**src/rtl/gkg_pkg.sv**
```systemverilog
package gkg_pkg;

  // Fixed field widths
  localparam int FUNC_W = 2;
  localparam int NODE_W = 6;
  localparam int ROW_W  = 64;
  localparam int K_W    = 7;

  // Default node capacity
  localparam int MAX_NODES_DEF = 64;

  // Reset value of k
  localparam logic [K_W-1:0] K_RESET = K_W'(1);

  // Input function codes
  typedef enum logic [FUNC_W-1:0] {
    FN_ROW    = 2'd0,
    FN_MEMBER = 2'd1,
    FN_CAND   = 2'd2,
    FN_START  = 2'd3
  } func_t;

  // Member list read address source
  typedef enum logic [1:0] {
    MS_SZ,
    MS_Q,
    MS_OUT
  } msel_t;

  // Controller to datapath commands
  typedef struct packed {
    logic  in_ready;
    logic  load;
    logic  begin_run;
    logic  mem_rd;
    msel_t mem_sel;
    logic  x_from_mem;
    logic  x_from_cand;
    logic  cand_rd;
    logic  adj_rd_x;
    logic  adj_rd_deg;
    logic  row_load;
    logic  sw_restart;
    logic  sw_eval;
    logic  sw_write;
    logic  sw_check;
    logic  commit_init;
    logic  commit_grow;
    logic  scan_next;
    logic  out_start;
    logic  out_load;
    logic  clear_lists;
  } cmd_t;

  // Datapath to controller status
  typedef struct packed {
    logic sz_lt_mcount;
    logic q_lt_sz;
    logic fits;
    logic c_lt_ccount;
    logic c_removed;
    logic sz_full;
    logic out_free;
    logic out_last;
  } stat_t;

endpackage

```
**src/rtl/gkg_ctrl.sv**
```systemverilog
module gkg_ctrl (
  input  logic                       clk,
  input  logic                       rst,
  input  logic                       in_valid,
  input  logic [gkg_pkg::FUNC_W-1:0] in_func,
  input  gkg_pkg::stat_t             st,
  output gkg_pkg::cmd_t              cmd
);
  import gkg_pkg::*;

  typedef enum logic [3:0] {
    S_IDLE,
    S_INIT_TEST,
    S_INIT_RD,
    S_X_LOAD_MEM,
    S_CAND_RD,
    S_X_LOAD_CAND,
    S_ROW_RD,
    S_ROW_LOAD,
    S_SW_TEST,
    S_SW_MEM,
    S_SW_ADJ,
    S_SW_EVAL,
    S_SW_DONE,
    S_SCAN,
    S_OUT_RD,
    S_OUT_LD
  } state_t;

  // What the current member sweep is for
  typedef enum logic [1:0] {
    K_INIT,
    K_CHECK,
    K_COMMIT
  } kind_t;

  state_t state, state_next;
  kind_t  kind, kind_next;

  // Next state and commands
  always_comb begin
    cmd        = '0;
    state_next = state;
    kind_next  = kind;
    case (state)
      S_IDLE: begin
        cmd.in_ready = 1'b1;
        if (in_valid) begin
          if (in_func == FN_START) begin
            cmd.begin_run = 1'b1;
            state_next    = S_INIT_TEST;
          end else begin
            cmd.load = 1'b1;
          end
        end
      end
      // seed degrees are built by replaying each seed as an add
      S_INIT_TEST: begin
        if (st.sz_lt_mcount) begin
          state_next = S_INIT_RD;
        end else begin
          state_next = S_SCAN;
        end
      end
      S_INIT_RD: begin
        cmd.mem_rd  = 1'b1;
        cmd.mem_sel = MS_SZ;
        state_next  = S_X_LOAD_MEM;
      end
      S_X_LOAD_MEM: begin
        cmd.x_from_mem = 1'b1;
        kind_next      = K_INIT;
        state_next     = S_ROW_RD;
      end
      S_CAND_RD: begin
        cmd.cand_rd = 1'b1;
        state_next  = S_X_LOAD_CAND;
      end
      S_X_LOAD_CAND: begin
        cmd.x_from_cand = 1'b1;
        kind_next       = K_CHECK;
        state_next      = S_ROW_RD;
      end
      S_ROW_RD: begin
        cmd.adj_rd_x = 1'b1;
        state_next   = S_ROW_LOAD;
      end
      S_ROW_LOAD: begin
        cmd.row_load = 1'b1;
        state_next   = S_SW_TEST;
      end
      // sweep over the current members: test, member read, degree read, evaluate
      S_SW_TEST: begin
        if (st.q_lt_sz) begin
          state_next = S_SW_MEM;
        end else begin
          state_next = S_SW_DONE;
        end
      end
      S_SW_MEM: begin
        cmd.mem_rd  = 1'b1;
        cmd.mem_sel = MS_Q;
        state_next  = S_SW_ADJ;
      end
      S_SW_ADJ: begin
        cmd.adj_rd_deg = 1'b1;
        state_next     = S_SW_EVAL;
      end
      S_SW_EVAL: begin
        cmd.sw_eval  = 1'b1;
        cmd.sw_write = (kind != K_CHECK);
        cmd.sw_check = (kind == K_CHECK);
        state_next   = S_SW_TEST;
      end
      S_SW_DONE: begin
        case (kind)
          K_INIT: begin
            cmd.commit_init = 1'b1;
            state_next      = S_INIT_TEST;
          end
          K_CHECK: begin
            if (st.fits) begin
              cmd.sw_restart = 1'b1;
              kind_next      = K_COMMIT;
              state_next     = S_SW_TEST;
            end else begin
              cmd.scan_next = 1'b1;
              state_next    = S_SCAN;
            end
          end
          K_COMMIT: begin
            cmd.commit_grow = 1'b1;
            state_next      = S_SCAN;
          end
          default: state_next = S_IDLE;
        endcase
      end
      // walk the candidate list, skipping taken entries
      S_SCAN: begin
        if (st.sz_full || !st.c_lt_ccount) begin
          cmd.out_start = 1'b1;
          state_next    = S_OUT_RD;
        end else if (st.c_removed) begin
          cmd.scan_next = 1'b1;
        end else begin
          state_next = S_CAND_RD;
        end
      end
      S_OUT_RD: begin
        cmd.mem_rd  = 1'b1;
        cmd.mem_sel = MS_OUT;
        state_next  = S_OUT_LD;
      end
      S_OUT_LD: begin
        if (st.out_free) begin
          cmd.out_load = 1'b1;
          if (st.out_last) begin
            cmd.clear_lists = 1'b1;
            state_next      = S_IDLE;
          end else begin
            state_next = S_OUT_RD;
          end
        end
      end
      default: state_next = S_IDLE;
    endcase
  end

  // State register
  always_ff @(posedge clk) begin
    if (rst) begin
      state <= S_IDLE;
      kind  <= K_INIT;
    end else begin
      state <= state_next;
      kind  <= kind_next;
    end
  end

endmodule

```
**config.mk**
```make
export PLATFORM = sky130hd
export DESIGN_NAME = gkg_ctrl
export DESIGN_NICKNAME = d
export VERILOG_FILES = /design/src/rtl/gkg_pkg.sv /design/src/rtl/gkg_ctrl.sv
export SDC_FILE = /design/constraint.sdc
export NUM_CORES = 1
export LEC_CHECK = 0
export ABC_AREA = 1
export BUFFER_PORTS_ARGS = -buffer_cell sky130_fd_sc_hd__buf_4
export CORE_MARGIN = 4
export CORE_UTILIZATION = 40
export DETAILED_ROUTE_END_ITERATION = 10
export PLACE_DENSITY = 0.81
export SLEW_MARGIN = 20
export SYNTH_ARGS = -nofsm -noshare
export SYNTH_HDL_FRONTEND = slang
export SYNTH_SLANG_ARGS = --single-unit
```
**constraint.sdc**
```tcl
create_clock -name clk -period 1.2 [get_ports clk]
set_input_delay 0.36 -clock clk [delete_from_list [all_inputs] [get_ports clk]]
set_output_delay 0.36 -clock clk [all_outputs]
set_load 0.01 [all_outputs]
```
==> key figures <==
Detailed routing
  • Residual DRC: 0
  • Routed len/inst: 14.6 µm
  • Vias/cell: 5.07
  • Initial DRC Count: 39
  • Post-DRT Antenna Nets: 0
  • Detailed Route WL: 3.34 mm
  • Drt pass-1 iters: 4
  • Vias: 1162

GRT
  • Antenna violations before repair: 0
  • Maximum number of pins on one net before global-route repair: 7
  • Grt total ovfl: 0
  • Gr usage total: 0.264
  • Vias in the first global route: 1208
  • First-pass GRT wire length: 5.02 mm

Critical path
  • Worst Setup Start Kind: flip-flop
  • Worst path required time: 840 ps
  • Buffers plus inverters on the worst setup path: 3
  • Delay-heaviest family, CP: flip-flops
  • Worst stage delay on the critical path: 420 ps
  • Worst EP arrival: 1280 ps
  • Cell chain of the critical path: inv_4 -> nor2_2 -> nand2_1 -> inv_1 -> buf_4
  • Critical path peak fanout: 4
  • Crit Path Category: flip-flop to output pin
  • Critical path's slowest cell: dfxtp_4
  • CP endpoint kind: output pin

Power and ir drop
  • Comb power frac: 0.451
  • Leak: 0.834 nW
  • Worst VDD drop: 0.617 mV
  • Switching Share: 0.363
  • Internal power: 0.488 mW
  • Sw power: 0.278 mW
  • Clk pwr share: 0.257
  • Sequential share of power: 0.292
  • Power Density: 505 nW/µm²

Worst hold path
  • Worst Hold Class: input pin to flip-flop

Status
  • Status: complete, but fails checks
  • Failing checks: negative setup slack

Die
  • Die Ht: 50.5 µm
  • Die Wd: 50.5 µm
  • Initial Util: 0.418
  • Number of cell rows: 15
  • CORE AREA: 1730 µm²
  • I/O Pins: 35
  • Die Footprint: 2550 µm²

STA
  • Fin crit period: 1640 ps
  • Highest Clock Rate: 610 MHz
  • Final Max Slew Viols: 0
  • Tcrit/Tclk final: 1.37
  • # setup viols final: 27
  • RSZ-0062 raised after global routing: true
  • Hold Fails Final Rpt: 0
  • Worst setup margin: -440 ps
  • Clock skew: 6.70 ps
  • Worst-Margin Slew: 238 ps
  • Slew margin rel.: 0.839

Yosys
  • Cells after Synth: 135
  • Avg Cell Area, Syn: 5.35 µm²
  • Sequential-to-total area share from yosys stat: 0.166
  • Post-synth design cell area: 722 µm²
  • Synth Flop Type: dfxtp_1
  • Async SR Flop Fraction: 0
  • Number of synthesized flops with an enable pin: 0
  • Yosys warns: 0
  • #FFs+latches synth: 6
  • Yosys cell types: 18
  • Post-Syn Nets: 152

Clock network
  • CTS Buf Count: 3
  • H-tree depth: 1
  • Num Clock Sinks: 6
  • Clock root buffer: clkbuf_4
  • CTS tree: built
  • Latest clock arrival within the worst-skew pair: 260 ps
  • Worst-path clk slew: 40 ps
  • Cts-stage hold buffer count: 0
  • Clock Path Buffers: 2

Finish
  • Commonest non-fill, non-tap cell in the layout: buf_4
  • Post-layout util: 0.878
  • Layout fillers: 103
  • Commonest non-fill, non-tap cells in the layout: 57 x buf_4, 22 x inv_1, 17 x nand2_1
  • Final std cells w/o fill: 229
  • Synth-to-layout area growth: 110%
  • Nets: 223
  • Inserted Diodes: 0
  • Share of cells above drive strength 1: 0.647

Job
  • Max-cap violations: 0

Placed design
  • Gpl congestion: 0.883
  • Dpl cells: 219
  • IO buf count: 34
  • DP HPWL: 2.24 mm
==> what timing repair did <==
action,4_1_cts,5_1_grt
endpoints found under the setup margin,27,28
buffers inserted,8,4
endpoints found under the hold margin,0,0
pin swaps,15,9
gates resized for setup,39,23
==> registers in the layout, indices dropped and copies added (netlist names) <==
name and flops:
kind 2, state 4
==> per-layer routing <==
metal,part of all wire,GRT usage,up-vias
met5,0,0,-
met4,0.036,0.170,0
met3,0.065,0.0890,18
met2,0.54,0.485,55
met1,0.36,0.245,542
li1,-,-,547
==> cells in the mapped netlist (3+ instances only) <==
cell,instances,area (µm²)
inv_2,3,11.3
nand2_2,3,18.8
inv_1,32,120
a21oi_1,5,25.0
dfxtp_1,6,120
nand3_1,13,65.1
nand2_1,28,105
nor2_2,6,37.5
o21ai_0,3,15.0
ha_1,4,50.1
nor2_1,23,86.3
==> cells by family (layout without fill, tap and decap cells) <==
kind of cell    count (synthesis)  count (layout)  share of synthesized area
flops                           6               6                      0.166
simple gates                   77              77                      0.478
buf+inv                        36             105                      0.192
fa+ha+maj                       4               4                     0.0693
compound gates                 12              12                     0.0936
==> cell type report <==
class | instances | area [µm²] | area share
Sequential cell | 6 | 138 | 0.0908
Tap cell | 25 | 31.3 | 0.0206
Inverter | 35 | 139 | 0.0916
Clock buffer | 3 | 22.5 | 0.0149
Timing Repair Buffer | 67 | 541 | 0.356
Multi-Input combinational cell | 93 | 646 | 0.426
==> worst paths after layout <==
path / from / to / slack, ps / depth (start not counted)
worst max-delay path: state[2] / cmd[14] / -440 / 5
worst min-delay path: rst / state[1] / 300 / 2
worst max register to register: state[0] / state[2] / -280 / 10
worst min register to register: kind[0] / kind[0] / 590 / 2
==> per-stage QoR <==
stage	TNS, ps	setup slack [ps]	hold WS, ps	power [mW]	instance area (µm²)
2_1_floorplan	-490	-85.0	422	0.345	776
3_3_place_gp	-2220	-149	554	0.463	1250
3_5_place_dp	-3160	-200	556	0.472	1250
4_1_cts	-8150	-378	299	0.705	1440
5_1_grt	-10510	-509	294	0.804	1520
6_report	-8900	-440	295	0.766	1520
==> power by group through the flow <==
stage	Sequential [mW]	Clock (mW)	Combinational [mW]
2_1_floorplan	0.222	0	0.123
3_3_place_gp	0.223	0	0.240
3_5_place_dp	0.224	0	0.248
4_1_cts	0.216	0.189	0.300
5_1_grt	0.224	0.206	0.374
6_report	0.224	0.197	0.346
No activity file was read; power rests on OpenSTA's default activity.
